`config.mk`:
```
export PLATFORM = sky130hd
export DESIGN_NAME = free_bitmap_scanner_flat
export DESIGN_NICKNAME = d
export VERILOG_FILES = /design/src/design/fbs_pkg.sv /design/src/design/fbs_if.sv /design/src/design/free_bitmap_scanner.sv /design/src/design/fbs_ctrl.sv /design/src/design/fbs_dp.sv /design/src/flat_wrapper.sv
export SDC_FILE = /design/constraint.sdc
export NUM_CORES = 2
export LEC_CHECK = 0
export BUFFER_PORTS_ARGS = -buffer_cell sky130_fd_sc_hd__clkbuf_2
export CORE_ASPECT_RATIO = 1.4
export CORE_MARGIN = 2
export CORE_UTILIZATION = 50
export DETAILED_ROUTE_END_ITERATION = 10
export PLACE_DENSITY = 0.7
export SLEW_MARGIN = 10
export SYNTH_ARGS = -nofsm -noshare
export SYNTH_HDL_FRONTEND = slang
export SYNTH_SLANG_ARGS = --single-unit
```
`constraint.sdc`:
```
create_clock -name clk -period 10.2 [get_ports clk]
set_input_delay 0 -clock clk [delete_from_list [all_inputs] [get_ports clk]]
set_output_delay 0 -clock clk [all_outputs]
set_load 0.03 [all_outputs]
```
`src/design/fbs_pkg.sv`:
```
`timescale 1ns / 1ps
`default_nettype none

package fbs_pkg;

    localparam int BYTE_W    = 8;
    localparam int BLOCK_W   = 32;
    localparam int BPG_W     = 20;
    localparam int BPB_W     = 17;
    localparam int GROUP_W   = 32;
    localparam int LIMIT_W   = 33;
    localparam int COUNT_W   = 33;
    localparam int BYTE_IX_W = 16;
    localparam int BIT_W     = 3;
    localparam int CFG_W     = 33;
    localparam int REG_IX_W  = 2;

    localparam logic [BPG_W-1:0]   BPG_RESET   = BPG_W'(32768);
    localparam logic [BPB_W-1:0]   BPB_RESET   = BPB_W'(4096);
    localparam logic [GROUP_W-1:0] GROUPS_RESET = GROUP_W'(1);
    localparam logic [BPB_W-1:0]   BPB_MAX     = BPB_W'(65536);

    typedef enum logic [REG_IX_W-1:0] {
        REG_GROUP_SPAN       = 2'd0,
        REG_BYTES_PER_BITMAP = 2'd1,
        REG_GROUP_COUNT      = 2'd2,
        REG_FREE_LIMIT       = 2'd3
    } reg_ix_t;

    typedef enum logic [2:0] {
        S_IDLE = 3'b001,
        S_CALC = 3'b010,
        S_EMIT = 3'b100
    } state_t;

    // controller -> datapath
    typedef struct packed {
        logic accept;     // capture input byte
        logic load_base;  // compute base block number
        logic emit;       // push one result into the output register
        logic advance;    // step byte / group position
    } cmd_t;

    // datapath -> controller
    typedef struct packed {
        logic ignore;      // halted or past last group
        logic mask_empty;  // no free bits left in this byte
        logic last_bit;    // the bit at hand is the final free one
        logic over_limit;  // one more number would exceed the limit
        logic slot_free;   // output register can take a result
    } status_t;

endpackage

`default_nettype wire

```
`src/design/fbs_if.sv`:
```
`timescale 1ns / 1ps
`default_nettype none

interface fbs_byte_if;
    logic                          valid;
    logic                          ready;
    logic [fbs_pkg::BYTE_W-1:0]    bitmap_byte;

    modport source (output valid, output bitmap_byte, input ready);
    modport sink   (input valid, input bitmap_byte, output ready);
endinterface

interface fbs_result_if;
    logic                          valid;
    logic                          ready;
    logic [fbs_pkg::BLOCK_W-1:0]   block_number;
    logic                          overflow;
    logic                          last;

    modport source (output valid, output block_number, output overflow, output last,
                    input ready);
    modport sink   (input valid, input block_number, input overflow, input last,
                    output ready);
endinterface

`default_nettype wire

```
`src/design/free_bitmap_scanner.sv`:
```
`timescale 1ns / 1ps
`default_nettype none

// Channel   Dir  Payload                                   Beat
// bitmap    in   bitmap_byte[7:0]                          one bitmap byte
// result    out  block_number[31:0], overflow, last        one free block number
// cfg       in   cfg_wr_en, cfg_index[1:0], cfg_data[32:0] one register write
//
// Steps: a scanned byte is taken, its base block number is computed by the
//   multiply, then each free (clear) bit gives one result out of the single
//   output register. A byte that is ignored is only taken.
// Reset: rst_n clears position, count, halt flag and output valid; config
//   registers return to their defaults.
// Stalls: result backpressure holds the emit step; the next byte is taken as
//   soon as the last result sits in the output register.

module free_bitmap_scanner (
    input  wire logic                         clk,
    input  wire logic                         rst_n,
    fbs_byte_if.sink                          bitmap,
    fbs_result_if.source                      result,
    input  wire logic                         cfg_wr_en,
    input  wire logic [fbs_pkg::REG_IX_W-1:0] cfg_index,
    input  wire logic [fbs_pkg::CFG_W-1:0]    cfg_data
);
    import fbs_pkg::*;

    cmd_t    cmd;
    status_t status;
    logic    in_ready;

    // sequencer: idle -> base multiply -> one emit per free bit
    fbs_ctrl u_ctrl (
        .clk      (clk),
        .rst_n    (rst_n),
        .in_valid (bitmap.valid),
        .in_ready (in_ready),
        .status   (status),
        .cmd      (cmd)
    );

    // config, scan position, free count, bit picker and output register
    fbs_dp u_dp (
        .clk         (clk),
        .rst_n       (rst_n),
        .cfg_wr_en   (cfg_wr_en),
        .cfg_index   (cfg_index),
        .cfg_data    (cfg_data),
        .bitmap_byte (bitmap.bitmap_byte),
        .cmd         (cmd),
        .status      (status),
        .result      (result)
    );

    assign bitmap.ready = in_ready;

endmodule

`default_nettype wire

```
`src/design/fbs_ctrl.sv`:
```
`timescale 1ns / 1ps
`default_nettype none

module fbs_ctrl (
    input  wire logic            clk,
    input  wire logic            rst_n,
    input  wire logic            in_valid,
    output logic                 in_ready,
    input  wire fbs_pkg::status_t status,
    output fbs_pkg::cmd_t        cmd
);
    import fbs_pkg::*;

    state_t state_reg;
    state_t state_next;

    always_comb
    begin
        state_next = state_reg;
        cmd        = '0;
        in_ready   = 1'b0;
        unique case (state_reg)
            S_IDLE:
            begin
                in_ready   = 1'b1;
                cmd.accept = in_valid;
                if (in_valid && !status.ignore)
                begin
                    state_next = S_CALC;
                end
            end
            S_CALC:
            begin
                cmd.load_base = 1'b1;
                state_next    = S_EMIT;
            end
            S_EMIT:
            begin
                if (status.mask_empty)
                begin
                    cmd.advance = 1'b1;
                    state_next  = S_IDLE;
                end
                else if (status.slot_free)
                begin
                    cmd.emit = 1'b1;
                    if (status.over_limit)
                    begin
                        state_next = S_IDLE;  // halts, position frozen
                    end
                    else if (status.last_bit)
                    begin
                        cmd.advance = 1'b1;
                        state_next  = S_IDLE;
                    end
                end
            end
            default:
            begin
                state_next = S_IDLE;
            end
        endcase
    end

    always_ff @(posedge clk or negedge rst_n)
    begin
        if (!rst_n)
        begin
            state_reg <= S_IDLE;
        end
        else
        begin
            state_reg <= state_next;
        end
    end

endmodule

`default_nettype wire

```
`src/design/fbs_dp.sv`:
```
`timescale 1ns / 1ps
`default_nettype none

module fbs_dp (
    input  wire logic                         clk,
    input  wire logic                         rst_n,
    input  wire logic                         cfg_wr_en,
    input  wire logic [fbs_pkg::REG_IX_W-1:0] cfg_index,
    input  wire logic [fbs_pkg::CFG_W-1:0]    cfg_data,
    input  wire logic [fbs_pkg::BYTE_W-1:0]   bitmap_byte,
    input  wire fbs_pkg::cmd_t                cmd,
    output fbs_pkg::status_t                  status,
    fbs_result_if.source                      result
);
    import fbs_pkg::*;

    // config
    logic [BPG_W-1:0]   bpg_reg;
    logic [BPB_W-1:0]   bpb_reg;
    logic [GROUP_W-1:0] groups_reg;
    logic [LIMIT_W-1:0] limit_reg;

    // scan position and counters
    logic [GROUP_W-1:0]   group_index_reg;
    logic [GROUP_W-1:0]   group_index_next;
    logic [BYTE_IX_W-1:0] byte_index_reg;
    logic [BYTE_IX_W-1:0] byte_index_next;
    logic [COUNT_W-1:0]   count_reg;
    logic                 halted_reg;

    // per-byte work
    logic [BYTE_W-1:0]  mask_reg;
    logic [BLOCK_W-1:0] base_reg;

    // output register
    logic               out_valid_reg;
    logic [BLOCK_W-1:0] out_number_reg;
    logic               out_ovf_reg;
    logic               out_last_reg;

    logic [BYTE_W-1:0]  lsb_onehot;
    logic [BYTE_W-1:0]  mask_rest;
    logic [BIT_W-1:0]   bit_pos;
    logic [COUNT_W:0]   count_inc;
    logic [BPB_W-1:0]   eff_bytes;
    logic [BPB_W-1:0]   byte_inc;
    logic [BLOCK_W-1:0] group_base;

    always_ff @(posedge clk or negedge rst_n)
    begin
        if (!rst_n)
        begin
            bpg_reg    <= BPG_RESET;
            bpb_reg    <= BPB_RESET;
            groups_reg <= GROUPS_RESET;
            limit_reg  <= '0;
        end
        else if (cfg_wr_en)
        begin
            unique case (reg_ix_t'(cfg_index))
                REG_GROUP_SPAN:       bpg_reg    <= cfg_data[BPG_W-1:0];
                REG_BYTES_PER_BITMAP: bpb_reg    <= cfg_data[BPB_W-1:0];
                REG_GROUP_COUNT:      groups_reg <= cfg_data[GROUP_W-1:0];
                REG_FREE_LIMIT:       limit_reg  <= cfg_data[LIMIT_W-1:0];
                default:              bpg_reg    <= bpg_reg;
            endcase
        end
    end

    // lowest free bit of the byte
    assign lsb_onehot = mask_reg & (~mask_reg + BYTE_W'(1));
    assign mask_rest  = mask_reg & ~lsb_onehot;

    always_comb
    begin
        bit_pos = '0;
        for (int i = 0; i < BYTE_W; i++)
        begin
            if (lsb_onehot[i])
            begin
                bit_pos = BIT_W'(i);
            end
        end
    end

    assign count_inc = {1'b0, count_reg} + (COUNT_W+1)'(1);

    // zero reads as one; 17-bit values past 65536 clamp
    always_comb
    begin
        if (bpb_reg == '0)
        begin
            eff_bytes = BPB_W'(1);
        end
        else if (bpb_reg > BPB_MAX)
        begin
            eff_bytes = BPB_MAX;
        end
        else
        begin
            eff_bytes = bpb_reg;
        end
    end

    assign byte_inc = {1'b0, byte_index_reg} + BPB_W'(1);

    always_comb
    begin
        if (byte_inc >= eff_bytes)
        begin
            byte_index_next  = '0;
            group_index_next = group_index_reg + GROUP_W'(1);
        end
        else
        begin
            byte_index_next  = byte_inc[BYTE_IX_W-1:0];
            group_index_next = group_index_reg;
        end
    end

    // low word of blocks_per_group * group_index
    assign group_base = BLOCK_W'(bpg_reg * group_index_reg);

    always_comb
    begin
        status.ignore     = halted_reg || (group_index_reg >= groups_reg);
        status.mask_empty = (mask_reg == '0);
        status.last_bit   = (mask_rest == '0);
        status.over_limit = count_inc > {1'b0, limit_reg};
        status.slot_free  = !out_valid_reg || result.ready;
    end

    always_ff @(posedge clk)
    begin
        if (cmd.accept)
        begin
            mask_reg <= ~bitmap_byte;
        end
        else if (cmd.emit)
        begin
            mask_reg <= mask_rest;
        end
        if (cmd.load_base)
        begin
            base_reg <= group_base + BLOCK_W'({byte_index_reg, BIT_W'(0)});
        end
        if (cmd.emit)
        begin
            if (status.over_limit)
            begin
                out_number_reg <= '0;
                out_ovf_reg    <= 1'b1;
                out_last_reg   <= 1'b1;
            end
            else
            begin
                out_number_reg <= base_reg + BLOCK_W'(bit_pos);
                out_ovf_reg    <= 1'b0;
                out_last_reg   <= status.last_bit;
            end
        end
    end

    always_ff @(posedge clk or negedge rst_n)
    begin
        if (!rst_n)
        begin
            group_index_reg <= '0;
            byte_index_reg  <= '0;
            count_reg       <= '0;
            halted_reg      <= 1'b0;
            out_valid_reg   <= 1'b0;
        end
        else
        begin
            if (cmd.advance)
            begin
                group_index_reg <= group_index_next;
                byte_index_reg  <= byte_index_next;
            end
            if (cmd.emit)
            begin
                if (status.over_limit)
                begin
                    halted_reg <= 1'b1;
                end
                else
                begin
                    count_reg <= count_inc[COUNT_W-1:0];
                end
                out_valid_reg <= 1'b1;
            end
            else if (result.ready)
            begin
                out_valid_reg <= 1'b0;
            end
        end
    end

    assign result.valid        = out_valid_reg;
    assign result.block_number = out_number_reg;
    assign result.overflow     = out_ovf_reg;
    assign result.last         = out_last_reg;

endmodule

`default_nettype wire
```
`src/flat_wrapper.sv`:
```
// flat-port wrapper written by rule: the top's interface ports become plain ports
module free_bitmap_scanner_flat import fbs_pkg::*;
  (clk, rst_n, cfg_wr_en, cfg_index, cfg_data, bitmap_valid, bitmap_bitmap_byte, bitmap_ready, result_valid, result_block_number, result_overflow, result_last, result_ready);
  fbs_byte_if bitmap_i ();
  fbs_result_if result_i ();
  input  wire logic clk;
  input  wire logic rst_n;
  input  wire logic cfg_wr_en;
  input  wire logic [fbs_pkg::REG_IX_W-1:0] cfg_index;
  input  wire logic [fbs_pkg::CFG_W-1:0] cfg_data;
  input wire logic [$bits(bitmap_i.valid)-1:0] bitmap_valid;
  input wire logic [$bits(bitmap_i.bitmap_byte)-1:0] bitmap_bitmap_byte;
  output wire logic [$bits(bitmap_i.ready)-1:0] bitmap_ready;
  output wire logic [$bits(result_i.valid)-1:0] result_valid;
  output wire logic [$bits(result_i.block_number)-1:0] result_block_number;
  output wire logic [$bits(result_i.overflow)-1:0] result_overflow;
  output wire logic [$bits(result_i.last)-1:0] result_last;
  input wire logic [$bits(result_i.ready)-1:0] result_ready;
  assign bitmap_i.valid = bitmap_valid;
  assign bitmap_i.bitmap_byte = bitmap_bitmap_byte;
  assign bitmap_ready = bitmap_i.ready;
  assign result_valid = result_i.valid;
  assign result_block_number = result_i.block_number;
  assign result_overflow = result_i.overflow;
  assign result_last = result_i.last;
  assign result_i.ready = result_ready;
  free_bitmap_scanner u_core (.clk(clk), .rst_n(rst_n), .bitmap(bitmap_i), .result(result_i), .cfg_wr_en(cfg_wr_en), .cfg_index(cfg_index), .cfg_data(cfg_data));
endmodule
```
==> run_results.csv <==
group,metric,value,unit
route,wirelength,70.40,mm
power,finalPower,3.982,mW
sta,fmax,128.8,MHz
route,wl_per_cell,19.17,µm
logic_synthesis,syn_area_per_cell,9.735,µm²
job,drv_cap,0,
route,ant_nets,0,
critical_path,path_cells,"and2_1, fa_1, fa_1, inv_1, fa_1, inv_1, fa_1, inv_1, fa_1, inv_1, fa_1, inv_1, fa_1, inv_1, ha_1, a21oi_1, a21boi_0, o21a_1, a211o_1, o31a_1, a21oi_2, o2111ai_1, a21oi_1, xnor2_1",
logic_synthesis,synth_mux_area_share,4.205,%
final_layout,layout-drive-gt1-share,9.813,%
route,vias,19860,
clocking,cts_tree,"done",
logic_synthesis,synth.most_common_cell,"inv_1",
sta,fin_worst_skew,0.01703,ns
logic_synthesis,synth_edf_count,74,
clocking,clk_pin_slew,0.06,ns
floorplanning,dieWidth,203.5,µm
critical_path,cp_slowest_cell,"dfrtp_1",
sta,maxSlewHeadroom,18.47,%
placement,io_buffers,83,
logic_synthesis,async_flop_share,71.76,%
logic_synthesis,synth-compound-area-share,4.529,%
sta,rsz0062_at_grt,"false",
logic_synthesis,ys_ff_latch,262,
clocking,cts_buffers,29,
route,drt_first_pass_iters,5,
clocking,cts_buffer_depth,3,
sta,setup_ws,2.438,ns
final_layout,nets,3522,
sta,timing.final.crit_share,76.10,%
logic_synthesis,synthFlopType,"dfrtp_1",
power,p_leak,14.74,nW
logic_synthesis,netlist_area,27850,µm²
grt,antenna_found_initial,0,
route,drtIter0Drc,978,
logic_synthesis,synth_top_area_cell,"fa_1",
final_layout,n_antenna_cell,0,
floorplanning,coreArea,55130,µm²
grt,gr-usage-all-layers,25.24,%
floorplanning,num_io_pins,84,
logic_synthesis,yosys-top-cells-area,"fa_1 (27%), dfrtp_1 (17%), ha_1 (8.1%), edfxtp_1 (8.0%), inv_1 (7.3%)",
power,peakVddDrop,0.1494,mV
critical_path,cp_slowest_stage_delay,1.15,ns
grt,grt_max_degree,73,
route,drc,0,
clocking,cts_resized,0,
critical_path,worst_setup_path_start_kind,"flip-flop",
final_layout,syn2layout_area_growth,8.801,%
final_layout,nFillCells,4873,
logic_synthesis,synthAdderAreaFrac,34.76,%
critical_path,crit_required,10.50,ns
logic_synthesis,yosys.cell_types.count,71,
critical_path,worstPathArrival,8.07,ns
final_layout,regArea,6932,µm²
logic_synthesis,synth.top_cell.area_share,26.60,%
sta,drv_slew,0,
logic_synthesis,synth_top_family_by_area,"adder cells",
logic_synthesis,ys_warn_count,0,
logic_synthesis,synth_cells,2861,
grt,overflow,0,
placement,pre_cts_slack,2.528,ns
floorplanning,dieArea,57630,µm²
floorplanning,die_h,283.3,µm
critical_path,critical_path.max_fanout,31,
floorplanning,row_count,102,
power,power_density,131.4,nW/µm²
sta,finalSetupTns,0,ns
clocking,cts.sinks,262,
logic_synthesis,synthSimpleGateAreaFrac,16.50,%
clocking,root_buffer,"clkbuf_16",
hold_path,min_path_type,"in -> reg",
logic_synthesis,synthXorXnorAreaFrac,6.132,%
logic_synthesis,synth_fp_nets,3460,
clocking,htreeDepth,1,
final_layout,multi_input_area,18440,µm²
critical_path,crit_top_cell,"fa_1",
grt,grt_pass1_wl,114.1,mm
sta,hold_violations,0,
sta,period_needed,7.762,ns
critical_path,path_class,"reg -> reg",
critical_path,crit_path_end_kind,"flip-flop",
placement,globalplace.congestion,0.8949,
sta,setup_violations,0,
logic_synthesis,synthTopCellsByCount,"inv_1 (541), fa_1 (370), nand2_1 (312), and2_1 (246), dfrtp_1 (184)",
grt,first_global_vias,21610,
route,viasPerCell,5.408,
clocking,insertion_delay,0.57,ns
logic_synthesis,yosysSeqAreaShare,24.89,%
status,status,"finished clean",
sta,tightest_slew,1.223,ns
floorplanning,start_util,50.52,%
placement,dp_hpwl,54.34,mm
[critical path, delay by kind of cell, from the launching register on]
kind	cells	cell delay, ns
XOR/XNOR	1	0.10
buffers and inverters	6	0.32
AND/OR/NAND/NOR	1	0.26
flip-flops	1	1.15
AO/OA/AOI/OAI	8	1.80
adder cells (fa/ha/maj)	8	3.86
[report_power, final]
| group | internal [mW] | total (mW) | switching [mW] |
|---|---|---|---|
| logic | 0.628 | 1.48 | 0.849 |
| clock network | 0.604 | 1.04 | 0.431 |
| registers | 1.26 | 1.47 | 0.205 |
[metrics by stage]
step / std cells / instance area [µm²] / hold WS (ns) / utilization (%)
2_1_floorplan: 2861 / 27850 / -0.2956 / -
3_3_place_gp: 3575 / 28910 / 0.03723 / 52.44
3_5_place_dp: 3575 / 28910 / 0.03448 / 52.44
4_1_cts: 3673 / 30300 / 0.08737 / 54.96
5_1_grt: 3673 / 30300 / 0.1294 / 54.96
6_report: 3673 / 30300 / 0.1187 / 54.96
[metal layers]
layer	vias to the layer above	routed length [µm]	GRT usage (%)
met2	572	37310	46.83
met3	161	3945	3.094
met1	10100	26100	29.32
met5	-	0	0
li1	9027	-	-
met4	0	3041	9.872
[timing repair]
| item | 4_1_cts | 5_1_grt |
|---|---|---|
| hold endpoints to repair | 177 | 0 |
| hold buffers | 45 | 0 |
| setup buffers | 0 | 0 |
[cells in the final DEF (no fill, tap or decap), drive strengths merged, types with 6 or more instances in the layout]
cell type,Yosys,final
o31ai,7,7
a21oi,50,50
and3,25,25
clkbuf,109,127
nor2b,7,7
dlygate4sd3,0,44
nand2,312,312
or3,13,13
dfrtp,184,184
buf,11,24
a21o,26,26
nor3,31,31
edfxtp,74,74
xnor2,119,119
o211ai,6,6
o21ai,51,51
and2,246,246
ha,181,181
a211oi,6,6
nand2b,15,15
nor4,16,16
clkinv,0,7
nor2,107,107
inv,541,541
xor2,76,76
nand3,62,62
mux2,104,104
and4,9,9
o21a,10,10
nand4,33,33
fa,370,370
[logic make-up after synthesis]
kind of cell               count (synthesis)
xor gates and xnor gates                 195
and+or+nand+nor                          897
AOI/OAI and AO/OA                        190
adders and majority gates                552
buffers and inverters                    661
muxes                                    104
DFF                                      262
[final cells by class]
cell class,count,area share (%)
Tap cell,728,3.006
Clock inverter,9,0.3262
Clock buffer,44,2.717
Sequential cell,262,22.88
Multi-Input combinational cell,1938,60.86
Inverter,541,6.702
Timing Repair Buffer,151,3.514
[final timing paths]
path                                               startpoint                                     endpoint  cells after the start  slack [ns]
max                        u_core.u_dp.bpg_reg[2]$_DFFE_PN0P_           u_core.u_dp.base_reg[31]$_DFFE_PP_                     24        2.44
min                                              cfg_index[0]           u_core.u_dp.bpg_reg[1]$_DFFE_PN0P_                      4        0.12
max reg2reg                u_core.u_dp.bpg_reg[2]$_DFFE_PN0P_           u_core.u_dp.base_reg[31]$_DFFE_PP_                     24        2.44
min reg2reg                u_core.u_dp.halted_reg$_DFFE_PN0P_           u_core.u_dp.halted_reg$_DFFE_PN0P_                      1        0.47
max in group asynchronous                               rst_n  u_core.u_dp.group_index_reg[10]$_DFFE_PN0P_                      5        8.09
min in group asynchronous                               rst_n        u_core.u_dp.count_reg[23]$_DFFE_PN0P_                      3        0.36
(Power assumes the default switching activity.)
